### config.mk
export PLATFORM = sky130hd
export DESIGN_NAME = rgl_lane
export DESIGN_NICKNAME = d
export VERILOG_FILES = /design/src/rgl_pkg.sv /design/src/rgl_lane.sv
export SDC_FILE = /design/constraint.sdc
export NUM_CORES = 2
export LEC_CHECK = 0
export ABC_AREA = 1
export BUFFER_PORTS_ARGS = -buffer_cell sky130_fd_sc_hd__buf_2
export CAP_MARGIN = 20
export CORE_MARGIN = 4
export CORE_UTILIZATION = 50
export DETAILED_ROUTE_END_ITERATION = 6
export PLACE_DENSITY = 0.67
export SLEW_MARGIN = 0
export SYNTH_ARGS = -nofsm -noshare
export SYNTH_HDL_FRONTEND = slang
export SYNTH_SLANG_ARGS = --single-unit
### constraint.sdc
create_clock -name i_clk -period 9.52 [get_ports i_clk]
set_input_delay 0.476 -clock i_clk [delete_from_list [all_inputs] [get_ports i_clk]]
set_output_delay 0.476 -clock i_clk [all_outputs]
set_load 0.02 [all_outputs]
### src/rgl_pkg.sv
`default_nettype none
package rgl_pkg;

    localparam int NUM_CH = 4;
    localparam int SMP_W  = 24;
    localparam int LVL_W  = 24;
    localparam int ACC_W  = 44;
    localparam int FRM_W  = 24;
    localparam int CNT_W  = 32;
    localparam int ID_W   = 16;
    localparam int FRAC_X = ACC_W - LVL_W;

    localparam logic signed [LVL_W-1:0] ONE_Q20 = 24'sd1048576;
    localparam logic signed [ACC_W-1:0] MAX_ACC = {1'b0, {(ACC_W-1){1'b1}}};
    localparam logic signed [ACC_W-1:0] MIN_ACC = {1'b1, {(ACC_W-1){1'b0}}};

    localparam logic [1:0] CFG_MODE  = 2'd0;
    localparam logic [1:0] CFG_NODE  = 2'd1;
    localparam logic [1:0] CFG_PARAM = 2'd2;
    localparam logic [1:0] CFG_INIT  = 2'd3;

    localparam logic CMD_FRAME = 1'b0;
    localparam logic CMD_EVENT = 1'b1;

    typedef struct packed {
        logic                    cmd;
        logic signed [SMP_W-1:0] sample_0;
        logic signed [SMP_W-1:0] sample_1;
        logic signed [SMP_W-1:0] sample_2;
        logic signed [SMP_W-1:0] sample_3;
        logic [NUM_CH-1:0]       bad_mask;
        logic signed [LVL_W-1:0] event_level;
        logic                    event_linear;
        logic [FRM_W-1:0]        event_ramp_frames;
        logic [ID_W-1:0]         event_node;
        logic [ID_W-1:0]         event_param;
    } t_in_beat;

    typedef struct packed {
        logic signed [SMP_W-1:0] out_0;
        logic signed [SMP_W-1:0] out_1;
        logic signed [SMP_W-1:0] out_2;
        logic signed [SMP_W-1:0] out_3;
        logic [CNT_W-1:0]        bad_count;
    } t_out_beat;

    typedef struct packed {
        logic             start;
        logic [ACC_W-1:0] dividend;
        logic [FRM_W-1:0] divisor;
    } t_div_req;

    typedef struct packed {
        logic             done;
        logic [ACC_W-1:0] quotient;
    } t_div_rsp;

    function automatic logic signed [LVL_W-1:0] normalize(
        input logic                    limiter,
        input logic signed [LVL_W-1:0] lvl
    );
        logic signed [LVL_W-1:0] res;
        res = lvl;
        if (limiter && (lvl <= 0 || lvl > ONE_Q20)) begin
            res = ONE_Q20;
        end
        return res;
    endfunction

    function automatic logic signed [SMP_W-1:0] sat_smp(input logic signed [28:0] v);
        logic signed [SMP_W-1:0] res;
        if (v > 29'sd8388607) begin
            res = {1'b0, {(SMP_W-1){1'b1}}};
        end else if (v < -29'sd8388608) begin
            res = {1'b1, {(SMP_W-1){1'b0}}};
        end else begin
            res = v[SMP_W-1:0];
        end
        return res;
    endfunction

endpackage
`default_nettype wire

### src/rgl_lane.sv
`default_nettype none
module rgl_lane (
    input  wire                                 i_clk,
    input  wire                                 i_en,
    input  wire logic signed [rgl_pkg::SMP_W-1:0] i_sample,
    input  wire                                 i_bad,
    input  wire logic signed [rgl_pkg::LVL_W-1:0] i_level,
    input  wire                                 i_limiter,
    output logic signed [rgl_pkg::SMP_W-1:0]      o_result
);
    import rgl_pkg::*;

    logic signed [SMP_W-1:0]       w_smp;
    logic signed [27:0]            w_thr;
    logic signed [27:0]            w_nthr;
    logic signed [27:0]            w_s28;
    logic signed [27:0]            w_c1;
    logic signed [27:0]            w_c2;
    logic signed [SMP_W+LVL_W-1:0] n_prod;
    logic signed [SMP_W-1:0]       n_clip;
    logic signed [SMP_W+LVL_W-1:0] r_prod;
    logic signed [SMP_W-1:0]       r_clip;
    logic                          r_lim;
    logic signed [SMP_W+LVL_W:0]   w_rnd;

    always_comb begin
        w_smp  = i_bad ? '0 : i_sample;
        w_thr  = {i_level[LVL_W-1], i_level, 3'b000};
        w_nthr = -w_thr;
        w_s28  = {{(28-SMP_W){w_smp[SMP_W-1]}}, w_smp};
        w_c1   = (w_s28 > w_thr) ? w_thr : w_s28;
        w_c2   = (w_c1 < w_nthr) ? w_nthr : w_c1;
        n_clip = sat_smp({w_c2[27], w_c2});
        n_prod = w_smp * i_level;
    end

    always_ff @(posedge i_clk) begin
        if (i_en) begin
            r_prod <= n_prod;
            r_clip <= n_clip;
            r_lim  <= i_limiter;
        end
    end

    // round half up, drop 20 fraction bits
    always_comb begin
        w_rnd    = {r_prod[SMP_W+LVL_W-1], r_prod} + 49'sd524288;
        o_result = r_lim ? r_clip : sat_smp(w_rnd[48:20]);
    end

endmodule
`default_nettype wire

==> impl_metrics.yaml <==
outcome:
  status: "finished, violations left"
  violations: "DRC"
grt:
  antenna_found_initial: 2
  gr-usage-all-layers: 0.315
  grt_start_max_net_pins: 55
  grt_pass1_wl_mm: 135
  grt_pass1_vias: 23676
  overflow: 0
floorplanning:
  start_util: 0.505
  dieHeight_um: 236
  boundaryPins: 76
  die_area_mm2: 0.0555
  die_w_um: 236
  coreArea_mm2: 0.0513
  rows: 83
final_layout:
  final_layout_size_suffix_gt1_frac: 0.0598
  fin_util: 0.529
  nNetsFinal: 3969
  syn_to_final_growth_pct: 4.73
sta:
  finalSetupTns_ns: 0
  tightest_slew_ns: 0.897
  rsz0062_at_grt: "false"
  finalHoldViolations: 0
  fmax_ghz: 0.117
  setup_viol: 0
  finalCritPeriodShare: 0.900
  drv_slew: 0
  period_minus_slack_ns: 8.57
  relSlewSlack: 0.402
yosys:
  yosysMostFrequentCell: "inv_1"
  synth-seq-cells: 54
  synth_edf_count: 54
  synth_cell_types: 50
  yosys_warnings: 0
  synth_top_area_frac: 0.468
  syn-num-nets: 3960
  synth_cells: 3098
  yosys-top-cells-area: "fa_1, inv_1, ha_1"
  synth.largest_area_cell: "fa_1"
  synth_area_per_cell_um2: 8.37
  synth-seq-area-share: 0.0626
  syn-cell-area_mm2: 0.0259
  async_flop_share: 0
  synth_ff_type: "edfxtp_1"
  synth_commonest_cells: "inv_1, fa_1, nand2_1, nor2_1, ha_1"
clock_network:
  cts_setup_buffers: 0
  cts.repair.resized: 0
  clk_pin_slew_ns: 0.07
  cts_buffer_depth: 2
  cts_sinks: 54
  htree_levels: 2
  cts_inserted_buffers: 5
  ctsHoldBuffers: 0
  cts_tree: "done"
  cts_root_buffer: "clkbuf_16"
detailed_routing:
  viasPerCell: 5.58
  post_drt_wl_per_cell_um: 22.5
  wl_mm: 85.2
  ant_nets: 0
  firstDrtPassIters: 7
  drt_iter0_markers: 1747
  drc: 1
  num_vias: 21131
critical_path:
  setup.worst_path.start_class: "input pin"
  critPathKind: "in -> reg"
  path_buf_inv: 10
  path_max_fanout: 22
  crit_path_top_delay_cell: "inv_1"
  crit_path_end_kind: "flop"
  slowest_delay_ns: 0.79
  critPathTopFamily: "adder cells"
  crit_required_ns: 9.56
  critPathArrivalTime_ns: 8.61
place:
  io_buffer_count: 75
  gp_congestion: 0.976
  dpl.hpwl_mm: 69.9
min_path:
  min_path_type: "in -> reg"
run:
  cap_violations: 0
[routing by layer]
| layer | track usage | up-vias | routed length [um] |
|---|---|---|---|
| met2 | 0.529 | 1070 | 40200 |
| li1 | - | 9106 | - |
| met1 | 0.395 | 10629 | 31700 |
| met5 | 0 | - | 0 |
| met3 | 0.0544 | 326 | 7400 |
| met4 | 0.159 | 0 | 5810 |
[through the flow]
| stage | cells | worst slack [ns] | hold WS, ns | area [um2] |
|---|---|---|---|---|
| after floorplan | 3098 | 2.11 | 0.575 | 25900 |
| after global placement | 3780 | 0.909 | 0.653 | 27000 |
| after detailed placement | 3780 | 0.835 | 0.659 | 27000 |
| after CTS | 3788 | 1.15 | 0.350 | 27100 |
| after global routing | 3789 | 0.590 | 0.350 | 27100 |
| final | 3789 | 0.951 | 0.360 | 27100 |
[layout make-up]
type / instances / area, um2
Antenna cell: 1 / 2.50
Inverter: 736 / 2760
Clock buffer: 5 / 125
Timing Repair Buffer: 118 / 711
Multi-Input combinational cell: 2192 / 21100
Sequential cell: 54 / 1620
Tap cell: 680 / 851
Fill cell: 4851 / 24200
Clock inverter: 3 / 21.3
[final timing paths]
| kind | startpoint | to | slack (ns) | cells past startpoint |
|---|---|---|---|---|
| worst max-delay path | i_bad | r_prod[46] | 0.95 | 30 |
| worst min-delay path | i_limiter | r_lim | 0.36 | 1 |
[cell families (layout without fill, tap and decap cells)]
logic type / Yosys count / after routing / synth area share
buffers and inverters: 852 / 862 / 0.125
DFF: 54 / 54 / 0.0626
xor gates and xnor gates: 77 / 77 / 0.0263
and+or+nand+nor: 1089 / 1089 / 0.172
other: 0 / 1 / 0
AOI/OAI and AO/OA: 216 / 216 / 0.0472
adders and majority gates: 810 / 810 / 0.567
[state kept, by name, summed over array words and instances, names as in the netlist]
signal	count
r_lim	1
r_clip	24
r_prod	29
[layout by cell type, fill, tap and decap left out, types with 3 or more instances in the layout]
| master | instances |
|---|---|
| xnor2_1 | 23 |
| clkbuf_16 | 5 |
| ha_1 | 204 |
| nor4_1 | 7 |
| buf_4 | 42 |
| a21oi_1 | 97 |
| nand4_1 | 23 |
| a21oi_2 | 10 |
| buf_2 | 75 |
| o21ai_0 | 79 |
| inv_2 | 6 |
| nand2_1 | 573 |
| xor2_1 | 53 |
| nand3_1 | 43 |
| fa_1 | 606 |
| nor2_2 | 7 |
| inv_1 | 719 |
| nand3_2 | 9 |
| a211oi_1 | 3 |
| clkinv_1 | 11 |
| nor3_1 | 17 |
| or2_2 | 3 |
| nand3b_1 | 5 |
| o21a_1 | 3 |
| edfxtp_1 | 54 |
| nand2_2 | 12 |
| a21o_1 | 7 |
| nor2_4 | 4 |
| nor2_1 | 379 |
Power is left out: the tool's default activity adds up to more than one toggle a clock period on the data nets, which glitch-free logic cannot reach.
