`config.mk`:
```
export PLATFORM = sky130hd
export DESIGN_NAME = rgl_div
export DESIGN_NICKNAME = d
export VERILOG_FILES = /design/src/rgl_pkg.sv /design/src/rgl_div.sv
export SDC_FILE = /design/constraint.sdc
export NUM_CORES = 1
export LEC_CHECK = 0
export ABC_CLOCK_PERIOD_IN_PS = 2970
export BUFFER_PORTS_ARGS = -buffer_cell sky130_fd_sc_hd__buf_2
export CORE_ASPECT_RATIO = 0.6
export CORE_MARGIN = 2
export CORE_UTILIZATION = 29
export DETAILED_ROUTE_END_ITERATION = 8
export GPL_TIMING_DRIVEN = 0
export SKIP_LAST_GASP = 1
export SYNTH_ARGS = -nofsm -noshare
export SYNTH_HDL_FRONTEND = slang
export SYNTH_SLANG_ARGS = --single-unit
```
`constraint.sdc`:
```
create_clock -name i_clk -period 2.97 [get_ports i_clk]
set_input_delay 0.7425 -clock i_clk [delete_from_list [all_inputs] [get_ports i_clk]]
set_output_delay 0.7425 -clock i_clk [all_outputs]
set_load 0.01 [all_outputs]
```
`src/rgl_pkg.sv`:
```
`default_nettype none
package rgl_pkg;

    localparam int NUM_CH = 4;
    localparam int SMP_W  = 24;
    localparam int LVL_W  = 24;
    localparam int ACC_W  = 44;
    localparam int FRM_W  = 24;
    localparam int CNT_W  = 32;
    localparam int ID_W   = 16;
    localparam int FRAC_X = ACC_W - LVL_W;

    localparam logic signed [LVL_W-1:0] ONE_Q20 = 24'sd1048576;
    localparam logic signed [ACC_W-1:0] MAX_ACC = {1'b0, {(ACC_W-1){1'b1}}};
    localparam logic signed [ACC_W-1:0] MIN_ACC = {1'b1, {(ACC_W-1){1'b0}}};

    localparam logic [1:0] CFG_MODE  = 2'd0;
    localparam logic [1:0] CFG_NODE  = 2'd1;
    localparam logic [1:0] CFG_PARAM = 2'd2;
    localparam logic [1:0] CFG_INIT  = 2'd3;

    localparam logic CMD_FRAME = 1'b0;
    localparam logic CMD_EVENT = 1'b1;

    typedef struct packed {
        logic                    cmd;
        logic signed [SMP_W-1:0] sample_0;
        logic signed [SMP_W-1:0] sample_1;
        logic signed [SMP_W-1:0] sample_2;
        logic signed [SMP_W-1:0] sample_3;
        logic [NUM_CH-1:0]       bad_mask;
        logic signed [LVL_W-1:0] event_level;
        logic                    event_linear;
        logic [FRM_W-1:0]        event_ramp_frames;
        logic [ID_W-1:0]         event_node;
        logic [ID_W-1:0]         event_param;
    } t_in_beat;

    typedef struct packed {
        logic signed [SMP_W-1:0] out_0;
        logic signed [SMP_W-1:0] out_1;
        logic signed [SMP_W-1:0] out_2;
        logic signed [SMP_W-1:0] out_3;
        logic [CNT_W-1:0]        bad_count;
    } t_out_beat;

    typedef struct packed {
        logic             start;
        logic [ACC_W-1:0] dividend;
        logic [FRM_W-1:0] divisor;
    } t_div_req;

    typedef struct packed {
        logic             done;
        logic [ACC_W-1:0] quotient;
    } t_div_rsp;

    function automatic logic signed [LVL_W-1:0] normalize(
        input logic                    limiter,
        input logic signed [LVL_W-1:0] lvl
    );
        logic signed [LVL_W-1:0] res;
        res = lvl;
        if (limiter && (lvl <= 0 || lvl > ONE_Q20)) begin
            res = ONE_Q20;
        end
        return res;
    endfunction

    function automatic logic signed [SMP_W-1:0] sat_smp(input logic signed [28:0] v);
        logic signed [SMP_W-1:0] res;
        if (v > 29'sd8388607) begin
            res = {1'b0, {(SMP_W-1){1'b1}}};
        end else if (v < -29'sd8388608) begin
            res = {1'b1, {(SMP_W-1){1'b0}}};
        end else begin
            res = v[SMP_W-1:0];
        end
        return res;
    endfunction

endpackage
`default_nettype wire

```
`src/rgl_div.sv`:
```
`default_nettype none
module rgl_div (
    input  wire                    i_clk,
    input  wire                    i_rst_n,
    input  wire rgl_pkg::t_div_req i_req,
    output rgl_pkg::t_div_rsp      o_rsp
);
    import rgl_pkg::*;

    logic             r_run;
    logic             r_done;
    logic [5:0]       r_cnt;
    logic [FRM_W-1:0] r_rem;
    logic [ACC_W-1:0] r_quo;
    logic [FRM_W-1:0] r_dvs;
    logic [FRM_W:0]   w_trial;
    logic             w_ge;
    logic [FRM_W:0]   w_diff;

    always_comb begin
        w_trial = {r_rem, r_quo[ACC_W-1]};
        w_ge    = w_trial >= {1'b0, r_dvs};
        w_diff  = w_trial - {1'b0, r_dvs};
    end

    always_ff @(posedge i_clk) begin
        if (!i_rst_n) begin
            r_run  <= 1'b0;
            r_done <= 1'b0;
            r_cnt  <= '0;
        end else begin
            r_done <= 1'b0;
            if (i_req.start) begin
                r_run <= 1'b1;
                r_cnt <= 6'(ACC_W - 1);
            end else if (r_run) begin
                r_cnt <= r_cnt - 6'd1;
                if (r_cnt == '0) begin
                    r_run  <= 1'b0;
                    r_done <= 1'b1;
                end
            end
        end
    end

    // one quotient bit a cycle, msb first
    always_ff @(posedge i_clk) begin
        if (i_req.start) begin
            r_rem <= '0;
            r_quo <= i_req.dividend;
            r_dvs <= i_req.divisor;
        end else if (r_run) begin
            r_rem <= w_ge ? w_diff[FRM_W-1:0] : w_trial[FRM_W-1:0];
            r_quo <= {r_quo[ACC_W-2:0], w_ge};
        end
    end

    assign o_rsp.done     = r_done;
    assign o_rsp.quotient = r_quo;

endmodule
`default_nettype wire

```
==> flow_summary.ini <==
[synthesis]
synthSimpleGateAreaFrac = 0.121
synth.area.mux_share = 0.0965
synth-seq-area-share = 0.490
synthCells = 485
synth_nets = 583
synth_seq_cells = 100
synth_fa_ha_area_frac = 0.0631
synth-compound-area-share = 0.153
synth_top_family_by_area = compound AO/OA/AOI/OAI gates
yosysWarnings = 0
async_flop_share = 0
synth_xor_area_frac = 0.0320
syn_area_sq_um = 5470
ys.flop_type = edfxtp_1
ys_types = 64
synth_enable_flop_cells = 68
synth.avg_cell_area_sq_um = 11.3

[finish]
final_cells = 857
num-nets-final = 710
multi_input_area_sq_um = 2550
syn2layout_area_growth_pct = 22.2
layout-drive-gt1-share = 0.353
final_util = 0.366
seq_area_sq_um = 2680
n_antenna_cell = 0
fillers = 1868

[worst_setup_path]
critPathRequiredTime_ns = 3.17
cp_max_fo = 5
timing.rr.start = r_dvs[1]
path_cells = inv_1 > ha_1 > nor2b_1 > o31a_1 > o211a_1 > o21a_1 > o21ai_2 > mux2_1 > o21ai_1 > a311oi_2
critPathLaunchType = flop
cp-end-kind = flop
cp.arrival_ns = 2.93
r2r_slack_ns = 0.24
critPathSlowestCell = edfxtp_1
reg2reg_to = r_rem[13]
critPathMaxStageDelay_ns = 0.42
worstSetupPathType = flop to flop
worstRegToRegCells = 10

[timing]
skew_ns = 0.0153
min_period_ns = 2.73
hold_viol = 0
period_share = 0.920
rsz0062_at_grt = false
setup_viol = 0
finalMaxSlewViolations = 0
slew-limit-headroom = 0.469
tightest_slew_ns = 0.797
max_freq_mhz = 366

[routing]
via_per_inst = 4.78
wl_met2_microns = 5440
wire_per_inst_microns = 16.3
first_iter_violations = 234
detail-route-antenna-nets = 0
top_layer = met5
drt_pass1_iterations = 4
drt-total-wl_microns = 14000
vias = 4095
met3RoutedLength_microns = 1240
wl_met1_microns = 7150
drc = 0

[pwr]
pwr-share-clk = 0.321
p_leak_nw = 2.79
power_switching_w = 0.00116
max-vdd-ir-drop_v = 0.000348
p_sw_frac = 0.300
internal-power_w = 0.00270
powerDensity_nw_per_um2 = 578
comb_power_share = 0.234
sequentialPowerShare = 0.445

[cts]
post_cts_buffers = 0
htree_num_levels = 3
clk_pin_slew_ns = 0.08
cts-hold-fix-buffers = 0
cts_tree = built
cts.path.max_buffers = 2
cts_root_buf = clkbuf_16
cts.sink_count = 100
cts_made_buffers = 9
clock_latency_ns = 0.35

[global_route]
grtUsageTotal = 0.145
antenna_found_initial = 1
grt_max_degree = 36
grt_first_pass_wirelength_microns = 22400
grt_pass1_vias = 4160
grt_overflow = 0

[floorplan]
core_sq_um = 18300
num_rows = 38
die-area_sq_um = 20000
initial_core_util = 0.300
die_w_microns = 181
die_h_microns = 110
ios = 116

[hold_path]
hp-class = flop to flop
hold-path-endpoint = r_rem[10]
hold_path_depth = 2
hp-start = r_rem[10]

[run_status]
status = finished clean

[job]
maxCapViolCount = 0

[placement]
io_buffers = 115
place.gp.congestion = 0.814
dp_hpwl_microns = 10200
dpl.cell_count = 841
metal layers:
metal	track usage	vias up
li1	-	2030
met1	0.213	1910
met2	0.202	142
met3	0.0521	11
met4	0.0314	2
met5	0	-
worst max-delay path: cells and delay by family, from the launching register on:
family / cells / cell delay, ns
multiplexers: 1 / 0.35
flip-flops: 1 / 0.42
buffers and inverters: 1 / 0.08
adder cells (fa/ha/maj): 1 / 0.23
AO/OA/AOI/OAI: 6 / 1.35
AND/OR/NAND/NOR: 1 / 0.15
Yosys cell counts (3+ instances only):
library cell  instances  area share
nor3b_1               6      0.0082
nand4_1               5      0.0057
o21ai_1               4      0.0037
buf_1                 4      0.0027
o211ai_1              4      0.0055
mux2_2               44       0.091
or2_2                 3      0.0034
nand2_1              54       0.037
dfxtp_1              32        0.12
o21ai_0               9      0.0082
or3_1                 3      0.0034
ha_1                 26       0.059
nor2_1               33       0.023
nand3_1               7      0.0064
xor2_1               10       0.016
inv_1                31       0.021
a311oi_2             13       0.036
nor3_1                7      0.0064
xnor2_1              10       0.016
a211oi_1              3      0.0041
edfxtp_1             68        0.37
o21a_1                5      0.0069
a21o_1                7      0.0096
nor2b_1               6      0.0069
a21oi_1              18       0.016
a2bb2oi_1             3      0.0048
a31oi_1               4      0.0046
a21boi_0              4      0.0055
clkbuf_1              9      0.0062
buf_2                 4      0.0037
buf_6                 4      0.0082
and3_1                4      0.0046
how the worst max path moves through the flow:
stage,from,to,slack (ns),cells after the start
after global placement,i_req[68],r_quo[8],-1.06,5
after floorplan,i_req[68],r_quo[0],0.44,4
after global routing,r_dvs[1],r_rem[13],0.02,10
after detailed placement,i_req[68],r_quo[42],-0.82,5
final,r_dvs[1],r_rem[13],0.24,10
after CTS,i_req[68],r_quo[42],0.03,5
stage by stage:
stage          cell area (sq um)  hold slack [ns]  power, W  setup TNS [ns]  setup WS, ns
2_1_floorplan               5470            0.458   0.00236               0         0.439
3_3_place_gp                6350            0.487   0.00264          -60.12         -1.06
3_5_place_dp                6370            0.486   0.00265          -18.52        -0.824
4_1_cts                     6690            0.500   0.00392               0        0.0348
5_1_grt                     6690            0.537   0.00409               0        0.0233
6_report                    6690            0.500   0.00386               0         0.238
power groups by stage:
stage                     Combinational [W]  Sequential [W]  Clock (W)
after floorplan                    0.000596         0.00176          0
after global placement             0.000892         0.00175          0
after detailed placement           0.000902         0.00175          0
after CTS                          0.000906         0.00172    0.00129
after global routing                0.00101         0.00174    0.00134
final                              0.000905         0.00172    0.00124
state kept, by name, indices dropped and copies added, names as in the netlist:
register  flops
r_rem        24
r_run         1
r_quo        44
r_done        1
r_cnt         6
r_dvs        24
area by class of cell:
cell class / count / area share
Clock inverter: 7 / 0.0120
Clock buffer: 9 / 0.0337
Inverter: 32 / 0.0180
Sequential cell: 100 / 0.401
Multi-Input combinational cell: 331 / 0.381
Timing Repair Buffer: 116 / 0.0894
Tap cell: 240 / 0.0449
Buffer: 22 / 0.0195
layout by cell type, fill, tap and decap left out, types with 4 or more instances in the layout:
| cell type | n |
|---|---|
| dfxtp_1 | 32 |
| o211ai_1 | 4 |
| nand3_1 | 7 |
| nor3b_1 | 6 |
| o21ai_1 | 4 |
| buf_6 | 4 |
| xnor2_1 | 10 |
| nor2_1 | 33 |
| nor2b_1 | 6 |
| nand2_1 | 53 |
| buf_2 | 118 |
| o21ai_0 | 9 |
| and3_1 | 4 |
| clkbuf_16 | 9 |
| mux2_2 | 44 |
| nand4_1 | 5 |
| a21boi_0 | 4 |
| inv_1 | 31 |
| o21a_1 | 5 |
| nor3_1 | 7 |
| a21o_1 | 7 |
| edfxtp_1 | 68 |
| a311oi_2 | 13 |
| clkbuf_1 | 8 |
| xor2_1 | 10 |
| ha_1 | 26 |
| a21oi_1 | 18 |
| a31oi_1 | 4 |
logic make-up after synthesis:
kind of cell | after synthesis
xor gates and xnor gates | 20
DFF | 100
AOI/OAI and AO/OA | 98
and+or+nand+nor | 139
buffers and inverters | 54
adders and majority gates | 27
muxes | 47
timing repair:
item                                    CTS  global route
hold endpoints to repair                  0             0
endpoints found under the setup margin   19             7
gates cloned                              0             0
resized for setup                         3             1
(Power assumes the default switching activity.)
